--- src/hdl/addressed_packet_receiver_replier_unit_assert.svh ---
// Assertion macros for the top-level RTL file of the packet receiver/replier.
`ifndef ADDRESSED_PACKET_RECEIVER_REPLIER_UNIT_ASSERT_SVH
`define ADDRESSED_PACKET_RECEIVER_REPLIER_UNIT_ASSERT_SVH

// Same-cycle implication, disabled while reset is held.
`define APRU_ASSERT_IMPL(label, clk, rstn, ante, cons) \
    label: assert property (@(posedge clk) disable iff (!(rstn)) (ante) |-> (cons)) \
        else $error("apru assertion failed");

// Next-cycle implication, disabled while reset is held.
`define APRU_ASSERT_NEXT(label, clk, rstn, ante, cons) \
    label: assert property (@(posedge clk) disable iff (!(rstn)) (ante) |=> (cons)) \
        else $error("apru assertion failed");

`endif

--- src/hdl/apru_pkg.sv ---
// ----------------------------------------------------------------------------
// apru_pkg
// Types and constants shared by the packet receiver/replier modules.
// ----------------------------------------------------------------------------
`default_nettype none

package apru_pkg;

    localparam int FRAME_MAX = 4;                 // longest reply frame in bytes
    localparam int IDX_W     = $clog2(FRAME_MAX);

    localparam logic [3:0] LEN_SHORT   = 4'h2;    // header length nibble, 2-byte body
    localparam logic [3:0] LEN_CHAN    = 4'h3;    // header length nibble, 3-byte body
    localparam logic [7:0] ERR_BAD_SUM = 8'h10;
    localparam logic [7:0] PING_REPLY  = 8'hF0;
    localparam logic [3:0] CMD_PING    = 4'hF;
    localparam logic [3:0] CMD_CHAN    = 4'hA;

    localparam logic [IDX_W-1:0] LAST_IDX_SHORT = IDX_W'(2);
    localparam logic [IDX_W-1:0] LAST_IDX_CHAN  = IDX_W'(3);

    typedef struct packed {
        logic [FRAME_MAX-1:0][7:0] data;     // data[0] goes out first
        logic [IDX_W-1:0]          last_idx; // index of the checksum byte
        logic [3:0]                chan;     // channel number, first byte only
        logic                      chan_wr;  // channel update, first byte only
    } frame_t;

endpackage

`default_nettype wire

--- src/hdl/addressed_packet_receiver_replier_unit.sv ---
// ----------------------------------------------------------------------------
// addressed_packet_receiver_replier_unit
// Addressed packet receiver with reply frame generation.
// ----------------------------------------------------------------------------
// Usage:
//   s_ channel: one received serial word per handshake, with the level of the
//   input pins sampled alongside it. m_ channel: reply words; tlast marks the
//   checksum word that ends a frame. cfg_wr_en/cfg_wr_data set the device
//   address; write it only while the block is idle.
//   A word is held in an input register and parsed there; the reply frame of
//   a completing word is loaded into a frame register, from which its reply
//   words show on m_. Words that give no reply pass at one per cycle. A
//   completing word is held while a previous frame is still being sent, so
//   the sustained rate is set by the frame register draining one word per
//   cycle while m_tready is high, for frames of up to four words. When
//   m_tready is low the frame holds; words that give no reply still pass,
//   and s_tready drops once a completing word waits in the input register.
//   Reset clears the parser, clears the device address to zero and empties
//   the input and frame registers.
// ----------------------------------------------------------------------------
`default_nettype none

module addressed_packet_receiver_replier_unit import apru_pkg::*; (
    input  wire logic        aclk,
    input  wire logic        aresetn,
    input  wire logic        cfg_wr_en,
    input  wire logic [3:0]  cfg_wr_data,   // device_address
    input  wire logic        s_tvalid,
    output logic             s_tready,
    input  wire logic [15:0] s_tdata,       // [7:0] rx_byte, [15:8] port_pins
    output logic             m_tvalid,
    input  wire logic        m_tready,
    output logic [15:0]      m_tdata,       // [7:0] tx_byte, [11:8] channel_select,
                                            // [12] channel_write, [15:13] zero
    output logic             m_tlast        // last_byte
);

    `include "addressed_packet_receiver_replier_unit_assert.svh"

    logic [3:0]       dev_addr_reg;
    logic             in_valid_reg;
    logic [15:0]      in_data_reg;
    logic             frm_valid_reg;
    frame_t           frm_reg;
    logic [IDX_W-1:0] idx_reg;

    logic             has_frame;
    frame_t           frame;
    logic             frm_done;
    logic             frm_free;
    logic             advance;
    logic             load;

    apru_parse u_parse (
        .aclk      (aclk),
        .aresetn   (aresetn),
        .step      (advance),
        .rx_byte   (in_data_reg[7:0]),
        .port_pins (in_data_reg[15:8]),
        .dev_addr  (dev_addr_reg),
        .has_frame (has_frame),
        .frame     (frame)
    );

    assign frm_done = frm_valid_reg && m_tready && (idx_reg == frm_reg.last_idx);
    assign frm_free = !frm_valid_reg || frm_done;
    // hold a completing word until the frame register can take its reply
    assign advance  = in_valid_reg && (!has_frame || frm_free);
    assign load     = advance && has_frame;
    assign s_tready = !in_valid_reg || advance;

    always_ff @(posedge aclk) begin
        if (!aresetn) begin
            dev_addr_reg <= 4'd0;
        end else if (cfg_wr_en) begin
            dev_addr_reg <= cfg_wr_data;
        end
    end

    always_ff @(posedge aclk) begin
        if (!aresetn) begin
            in_valid_reg <= 1'b0;
        end else if (s_tready) begin
            in_valid_reg <= s_tvalid;
        end
    end

    always_ff @(posedge aclk) begin
        if (s_tready && s_tvalid) begin
            in_data_reg <= s_tdata;
        end
    end

    always_ff @(posedge aclk) begin
        if (!aresetn) begin
            frm_valid_reg <= 1'b0;
            idx_reg       <= '0;
        end else if (load) begin
            frm_valid_reg <= 1'b1;
            idx_reg       <= '0;
        end else if (frm_done) begin
            frm_valid_reg <= 1'b0;
        end else if (frm_valid_reg && m_tready) begin
            idx_reg <= idx_reg + IDX_W'(1);
        end
    end

    always_ff @(posedge aclk) begin
        if (load) begin
            frm_reg <= frame;
        end
    end

    always_comb begin
        m_tvalid = frm_valid_reg;
        m_tlast  = frm_valid_reg && (idx_reg == frm_reg.last_idx);
        m_tdata  = '0;
        m_tdata[7:0] = frm_reg.data[idx_reg];
        if (idx_reg == '0) begin
            m_tdata[11:8] = frm_reg.chan;
            m_tdata[12]   = frm_reg.chan_wr;
        end
    end

    `APRU_ASSERT_IMPL(a_no_overwrite, aclk, aresetn, load, frm_free)
    `APRU_ASSERT_NEXT(a_load_starts, aclk, aresetn, load, m_tvalid && (idx_reg == '0))
    `APRU_ASSERT_NEXT(a_held_word, aclk, aresetn, in_valid_reg && !advance,
                      in_valid_reg && $stable(in_data_reg))
    `APRU_ASSERT_IMPL(a_chan_first, aclk, aresetn, m_tvalid && m_tdata[12],
                      (idx_reg == '0) && !m_tlast)

endmodule

`default_nettype wire

--- src/hdl/apru_parse.sv ---
// ----------------------------------------------------------------------------
// apru_parse
// Packet parser: tracks header, length, command and running sum, and builds
// the reply frame, if any, on the byte that completes a packet for this device.
// ----------------------------------------------------------------------------
`default_nettype none

module apru_parse import apru_pkg::*; (
    input  wire logic       aclk,
    input  wire logic       aresetn,
    input  wire logic       step,        // consume the presented word
    input  wire logic [7:0] rx_byte,
    input  wire logic [7:0] port_pins,
    input  wire logic [3:0] dev_addr,
    output logic            has_frame,   // presented word completes a reply
    output frame_t          frame
);

    logic [3:0] bytes_left_reg, bytes_left_next;
    logic       skipping_reg, skipping_next;
    logic [7:0] sum_reg, sum_next;
    logic [7:0] cmd_reg, cmd_next;
    logic       first_reg, first_next;

    logic [3:0] left_dec;
    logic [7:0] cmd_eff;
    logic [7:0] total;
    logic [7:0] hdr_short, hdr_chan, pins_n;

    always_comb begin
        left_dec  = bytes_left_reg - 4'd1;
        cmd_eff   = first_reg ? cmd_reg : rx_byte;
        total     = sum_reg + rx_byte;
        hdr_short = {dev_addr, LEN_SHORT};
        hdr_chan  = {dev_addr, LEN_CHAN};
        pins_n    = ~port_pins;

        bytes_left_next = bytes_left_reg;
        skipping_next   = skipping_reg;
        sum_next        = sum_reg;
        cmd_next        = cmd_reg;
        first_next      = first_reg;
        has_frame       = 1'b0;
        frame           = '0;

        if (bytes_left_reg == 4'd0) begin
            // header word
            bytes_left_next = rx_byte[3:0];
            skipping_next   = (rx_byte[7:4] != dev_addr);
            sum_next        = rx_byte;
            first_next      = 1'b0;
        end else begin
            bytes_left_next = left_dec;
            if (!skipping_reg) begin
                cmd_next   = cmd_eff;
                first_next = 1'b1;
                if (left_dec != 4'd0) begin
                    sum_next = total;
                end else begin
                    sum_next = 8'd0;
                    if (total != 8'd0) begin
                        has_frame     = 1'b1;
                        frame.data[0] = hdr_short;
                        frame.data[1] = ERR_BAD_SUM;
                        frame.data[2] = 8'd0 - (hdr_short + ERR_BAD_SUM);
                        frame.last_idx = LAST_IDX_SHORT;
                    end else if (cmd_eff[7:4] == CMD_PING) begin
                        has_frame     = 1'b1;
                        frame.data[0] = hdr_short;
                        frame.data[1] = PING_REPLY;
                        frame.data[2] = 8'd0 - (hdr_short + PING_REPLY);
                        frame.last_idx = LAST_IDX_SHORT;
                    end else if (cmd_eff[7:4] == CMD_CHAN) begin
                        has_frame     = 1'b1;
                        frame.data[0] = hdr_chan;
                        frame.data[1] = cmd_eff;
                        frame.data[2] = pins_n;
                        frame.data[3] = 8'd0 - (hdr_chan + cmd_eff + pins_n);
                        frame.last_idx = LAST_IDX_CHAN;
                        frame.chan     = cmd_eff[3:0];
                        frame.chan_wr  = 1'b1;
                    end
                end
            end
        end
    end

    always_ff @(posedge aclk) begin
        if (!aresetn) begin
            bytes_left_reg <= 4'd0;
            skipping_reg   <= 1'b0;
            sum_reg        <= 8'd0;
            cmd_reg        <= 8'd0;
            first_reg      <= 1'b0;
        end else if (step) begin
            bytes_left_reg <= bytes_left_next;
            skipping_reg   <= skipping_next;
            sum_reg        <= sum_next;
            cmd_reg        <= cmd_next;
            first_reg      <= first_next;
        end
    end

endmodule

`default_nettype wire

--- config.mk ---
export PLATFORM = sky130hd
export DESIGN_NAME = addressed_packet_receiver_replier_unit
export DESIGN_NICKNAME = d
export VERILOG_FILES = /design/src/hdl/apru_pkg.sv /design/src/hdl/addressed_packet_receiver_replier_unit.sv /design/src/hdl/apru_parse.sv
export VERILOG_INCLUDE_DIRS = /design/src /design/src/hdl
export SDC_FILE = /design/constraint.sdc
export NUM_CORES = 1
export LEC_CHECK = 0
export BUFFER_PORTS_ARGS = -buffer_cell sky130_fd_sc_hd__buf_2
export CELL_PAD_IN_SITES_DETAIL_PLACEMENT = 0
export CELL_PAD_IN_SITES_GLOBAL_PLACEMENT = 2
export CORE_UTILIZATION = 42
export DETAILED_ROUTE_END_ITERATION = 8
export GPL_ROUTABILITY_DRIVEN = 0
export PLACE_DENSITY_LB_ADDON = 0.3
export SLEW_MARGIN = 20
export SYNTH_ARGS = -nofsm -noshare
export SYNTH_HDL_FRONTEND = slang
export SYNTH_SLANG_ARGS = --single-unit
--- constraint.sdc ---
create_clock -name aclk -period 8.6 [get_ports aclk]
set_input_delay 1.29 -clock aclk [delete_from_list [all_inputs] [get_ports aclk]]
set_output_delay 1.29 -clock aclk [all_outputs]
set_load 0.03 [all_outputs]
Word level (Yosys, flattened, before mapping)
Index checks and enable logic that the tools add are counted.
W data, S select, Z words.
- add/sub/neg operators: 10
- order comparisons: 1
- equal/unequal tests: 5
- muxes and demuxes: 21
- bitwise operators: 6
- reduce and logical (&&, ||, !) cells: 26
- operators by type and width (cell ; count):
    $mux W26 ; 2
    $mux W8 ; 5
    $mux W31 ; 1
    $add A8 B8 Y8 ; 3
    $sub A1 B8 Y8 const A ; 3
    $bmux W8 S2 ; 1
    $mux W1 ; 10
    $add A8 B5 Y8 const B ; 1
    $add A8 B8 Y8 const B ; 1
    $eq A4 B4 Y1 const B ; 2
    $not A8 Y8 ; 1
    $reduce_bool A8 Y1 ; 1
    $logic_and A1 B1 Y1 ; 6
    $reduce_and A2 Y1 ; 3
    $reduce_or A6 Y1 ; 1
    $mux W5 ; 1
    $not A1 Y1 ; 5
    $reduce_or A5 Y1 ; 1
    $logic_not A4 Y1 ; 1
    $mux W4 ; 1
    $ne A4 B4 Y1 ; 1
    $reduce_bool A4 Y1 ; 1
    $reduce_or A4 Y1 ; 1
    $sub A4 B1 Y4 const B ; 1
    other kinds (11) ; 15
- flip-flop bits (word level): 81
- bits of input ports: 25
- output and inout port bits: 19

Longest topological paths before layout
- depth in word-level cells: 13
- gate-level depth with buffers: 12
- depth with buffers taken out: 11

Hierarchy
A second synthesis with hierarchy kept.
- cells, all modules: 443
- area, all modules: 4818.4 um^2
- by module, submodules not included (module ; instances ; cells an instance ; area an instance (um^2) ; sequential area each (um^2)):
    apru_parse ; 1 ; 328 ; 2524.9 ; 440.4
    addressed_packet_receiver_replier_unit ; 1 ; 115 ; 2293.4 ; 1811.7

Worst setup path after synthesis
OpenSTA, ideal clock, no wires.
- path type: reg2out
- start: reg in_data_reg[0]
- end: out s_tready
- arrival: 2830 ps
- data required time: 7310 ps
- setup slack: 4480 ps
- stages on the path, launching flop included: 9
- path buffers: 0
- path through: edfxtp_1 > ha_1 > fa_1 > a211o_1 > and3_1 > o311ai_0 > nor2_1 > a31oi_2 > nand4_1
- longest elaborated chain between the ends: 10
- RTL lines (what ; line ; RTL):
    start, declared ; addressed_packet_receiver_replier_unit.sv:42 ; logic [15:0] in_data_reg;
    start signal, assigned ; addressed_packet_receiver_replier_unit.sv:90 ; in_data_reg <= s_tdata;
    $add A8 B8 Y8 ; apru_parse.sv:33 ; total = sum_reg + rx_byte;
    $reduce_bool A8 Y1 ; apru_parse.sv:61 ; if (total != 8'd0) begin
    $mux W1 ; apru_parse.sv:61 ;
    $mux W1 ; apru_parse.sv:57 ; if (left_dec != 4'd0) begin
    $mux W1 ; apru_parse.sv:54 ; if (!skipping_reg) begin
    $mux W1 ; apru_parse.sv:46 ; if (bytes_left_reg == 4'd0) begin
    $logic_not A1 Y1 ; addressed_packet_receiver_replier_unit.sv:68 ; assign advance = in_valid_reg && (!has_frame || frm_free);
    $logic_or A1 B1 Y1 ; addressed_packet_receiver_replier_unit.sv:68 ;
    $logic_and A1 B1 Y1 ; addressed_packet_receiver_replier_unit.sv:68 ;
    $logic_or A1 B1 Y1 ; addressed_packet_receiver_replier_unit.sv:70 ; assign s_tready = !in_valid_reg || advance;
    end, declared ; addressed_packet_receiver_replier_unit.sv:29 ; output logic s_tready,
Every way passes these cells.

Worst setup path in the final report
Same ends and word-level chain as after synthesis.

==> impl_table.tex <==
\begin{tabular}{lr}
\hline
Metric & Value \\
\hline
\multicolumn{2}{l}{\textbf{Setup path}} \\
\quad Critical Path Start Type & flop \\
\quad Length in cells of the worst reg-to-reg path & 9 \\
\quad Capture point of the worst reg-to-reg path & in\_data\_reg[4] \\
\quad WP data arrival & 3.56 ns \\
\quad Kind of end point of the critical path & primary output \\
\quad Data required time of the critical path & 7.31 ns \\
\quad Reg2Reg Setup Slack & 4.71 ns \\
\quad Start of the worst register-to-register path & in\_data\_reg[0] \\
\quad Max FO, Critical Path & 9 \\
\quad Critical path type & reg2out \\
\multicolumn{2}{l}{\textbf{Synthesis}} \\
\quad Cell type with the largest total area after synthesis & sky130\_fd\_sc\_hd\_\_edfxtp\_1 \\
\quad Per-instance average area after synthesis & 10.6 µm² \\
\quad Async set-reset flop share out of synthesis & 0 \\
\quad Number of enable-type register cells in the synthesized netlist & 46 \\
\quad Count of unique library cells instantiated by Yosys & 60 \\
\quad Cell types occupying the most area after synthesis & sky130\_fd\_sc\_hd\_\_edfxtp\_1 31\%, sky130\_fd\_sc\_hd\_\_dfxtp\_1 13\%, sky130\_fd\_sc\_hd\_\_ha\_1 7.6\% \\
\quad Part of the Yosys area used for sequential elements & 0.445 \\
\quad Mapped cell area & 4450 µm² \\
\quad Synthesized instance count & 419 \\
\quad Flops \& latches, synth & 76 \\
\quad Ys flop type & sky130\_fd\_sc\_hd\_\_edfxtp\_1 \\
\quad Top post-synthesis cells by count & 46 x sky130\_fd\_sc\_hd\_\_edfxtp\_1, 35 x sky130\_fd\_sc\_hd\_\_nor2\_1, 33 x sky130\_fd\_sc\_hd\_\_inv\_1, 30 x sky130\_fd\_sc\_hd\_\_dfxtp\_1, 27 x sky130\_fd\_sc\_hd\_\_ha\_1 \\
\quad Top-area cell type share of the netlist area & 0.310 \\
\quad Warnings, synthesis & 0 \\
\quad Library cell with the highest instance count after synthesis & sky130\_fd\_sc\_hd\_\_edfxtp\_1 \\
\multicolumn{2}{l}{\textbf{Global routing}} \\
\quad Remaining Overflow, GRT & 0 \\
\quad Wire length of the first global-routing pass & 15900 µm \\
\quad Number of global-route vias before repair & 3075 \\
\quad Pin count of the biggest net entering global routing & 36 \\
\quad Antenna violations before repair & 0 \\
\quad Global Route Usage Sum & 0.189 \\
\multicolumn{2}{l}{\textbf{STA}} \\
\quad Slew @ Worst Pin & 0.924 ns \\
\quad Final-report hold violation count & 0 \\
\quad Final worst path period share & 0.564 \\
\quad Setup skew after layout & 0.00848 ns \\
\quad Tightest slew margin relative to the limit & 0.384 \\
\quad Setup repair after global routing missed its margin & false \\
\quad Min Clock Period, post-route & 4.85 ns \\
\quad Number of endpoints failing setup at the final stage & 0 \\
\quad Total Negative Setup Slacks & 0 ns \\
\quad Max Transition Viols Final & 0 \\
\quad Top achievable clock speed & 206 MHz \\
\multicolumn{2}{l}{\textbf{CTS}} \\
\quad Clock slew seen by the registers of the worst setup and hold paths & 0.08 ns \\
\quad Setup Fix Bufs, Post-CTS & 0 \\
\quad CTS tree & done \\
\quad Maximum root-to-sink buffer count & 2 \\
\quad Post-CTS Resized & 0 \\
\quad CTS HTree Levels & 3 \\
\quad CTS Hold Buffers Added & 0 \\
\quad CTS sink cnt & 76 \\
\quad Insertion delay of the later-clocked pin in the worst-skew pair & 0.36 ns \\
\quad Total clock buffers created by CTS & 9 \\
\quad Clock Root Buffer & sky130\_fd\_sc\_hd\_\_clkbuf\_8 \\
\multicolumn{2}{l}{\textbf{Die}} \\
\quad Horizontal extent of the die & 105 µm \\
\quad Core area & 10300 µm² \\
\quad Row Count & 37 \\
\quad Initial Util & 0.433 \\
\quad Full die area & 11000 µm² \\
\quad Boundary pin count & 44 \\
\quad Die extent in y & 105 µm \\
\multicolumn{2}{l}{\textbf{Placement}} \\
\quad Number of buffers added on ports & 40 \\
\quad Detailed Place HPWL & 6950 µm \\
\multicolumn{2}{l}{\textbf{Min path}} \\
\quad Destination of the worst hold path & u\_parse.cmd\_reg[7] \\
\quad Cell depth of the worst hold path & 2 \\
\quad Worst min-delay path category & reg2reg \\
\quad HP Start & u\_parse.cmd\_reg[7] \\
\multicolumn{2}{l}{\textbf{Power and ir drop}} \\
\quad Total power per unit cell area & 184 nW/µm² \\
\quad Max VDD drop & 0.0000694 V \\
\quad Overall power after layout & 0.914 mW \\
\quad Leakage & 2.05 nW \\
\multicolumn{2}{l}{\textbf{Route}} \\
\quad Vias after detailed routing & 3158 \\
\quad Number of DRC violations after detailed routing & 0 \\
\quad Routed wire per std cell & 15.9 µm \\
\quad Routed wire length & 9500 µm \\
\quad Number of iterations in the first detailed-routing pass & 4 \\
\quad DR iter-0 viols & 147 \\
\quad Final ANT Viol Nets & 0 \\
\quad DR vias/cell & 5.30 \\
\multicolumn{2}{l}{\textbf{Job}} \\
\quad Max-cap violations & 0 \\
\multicolumn{2}{l}{\textbf{Layout}} \\
\quad Count of inserted antenna diode cells & 0 \\
\quad Flip-flop count of the largest register, all copies and words added & 30 \\
\quad Fraction of layout instances using a drive strength above 1 & 0.196 \\
\quad Final-stage net count & 512 \\
\quad Synthesis-to-layout area growth & 11.3\% \\
\multicolumn{2}{l}{\textbf{Outcome}} \\
\quad Status & complete, no violations \\
\hline
\end{tabular}
metrics by stage:
| step | util | hold slack, ns | cell area (µm²) | worst slack (ns) | std cells |
|---|---|---|---|---|---|
| 2_1_floorplan | - | 0.448 | 4460 | 4.48 | 421 |
| 3_3_place_gp | 0.463 | 0.466 | 4760 | 4.22 | 580 |
| 3_5_place_dp | 0.463 | 0.474 | 4760 | 4.15 | 580 |
| 4_1_cts | 0.482 | 0.484 | 4950 | 3.71 | 596 |
| 5_1_grt | 0.482 | 0.503 | 4950 | 3.39 | 596 |
| 6_report | 0.482 | 0.487 | 4950 | 3.75 | 596 |
how the worst max path moves through the flow:
stage	startpoint	endpoint	slack, ns	depth (start not counted)
detailed placement	in_data_reg[0]	s_tready	4.15	9
global placement	in_data_reg[0]	s_tready	4.22	9
floorplan	in_data_reg[0]	s_tready	4.48	8
finish	in_data_reg[0]	s_tready	3.75	9
global route	in_data_reg[0]	s_tready	3.39	9
CTS	in_data_reg[0]	s_tready	3.71	9
worst max-delay path, cell delays in order, from the launching register on:
cell	delay, ns
sky130_fd_sc_hd__edfxtp_1	0.43
sky130_fd_sc_hd__ha_1	0.26
sky130_fd_sc_hd__fa_1	0.41
sky130_fd_sc_hd__a211o_1	0.34
sky130_fd_sc_hd__and3_1	0.19
sky130_fd_sc_hd__o311ai_0	0.47
sky130_fd_sc_hd__nor2_1	0.24
sky130_fd_sc_hd__a31oi_2	0.47
sky130_fd_sc_hd__nand4_1	0.18
sky130_fd_sc_hd__buf_2	0.21
cell families after synthesis:
group	count (synthesis)	share of synthesized area
xor+xnor	22	0.0433
mux	22	0.0686
flops	76	0.445
compound gates	86	0.150
simple gates	126	0.145
buf+inv	54	0.0489
fa+ha+maj	32	0.0984
other cells	1	0.000843
metal layers:
metal	track usage	share of wire
met3	0.0299	0.042
met2	0.293	0.47
met1	0.258	0.48
met4	0.0865	0.010
met5	0	0
power breakdown:
| part | switching [mW] | internal (mW) |
|---|---|---|
| clock network | 0.134 | 0.132 |
| logic | 0.128 | 0.0997 |
| registers | 0.0189 | 0.401 |
cell usage in the layout, fill, tap and decap left out, drive strengths merged, types with 6 or more instances in the layout:
cell | synthesis | routed
o21ai | 11 | 11
mux2 | 8 | 8
and2 | 21 | 21
inv | 33 | 33
nor2 | 36 | 36
ha | 27 | 27
mux2i | 8 | 8
nor2b | 7 | 7
edfxtp | 46 | 46
o311a | 7 | 7
xnor2 | 16 | 16
buf | 6 | 43
clkbuf | 14 | 9
xor2 | 6 | 6
nand3 | 11 | 11
a21oi | 16 | 16
dfxtp | 30 | 30
o21bai | 8 | 8
o221a | 7 | 7
mux4 | 6 | 6
nand2 | 21 | 21
a31oi | 9 | 9
final cells by class:
class                   count  area [µm²]
flip-flops and latches     76        1980
clock inverters             7        67.6
fillers                   979        5320
well taps                 136         170
inverters                  34         129
clock buffers               9         124
multi-input cells         291        2260
repair buffers             43         223
Note: power is estimated with default switching activity, not from simulation.
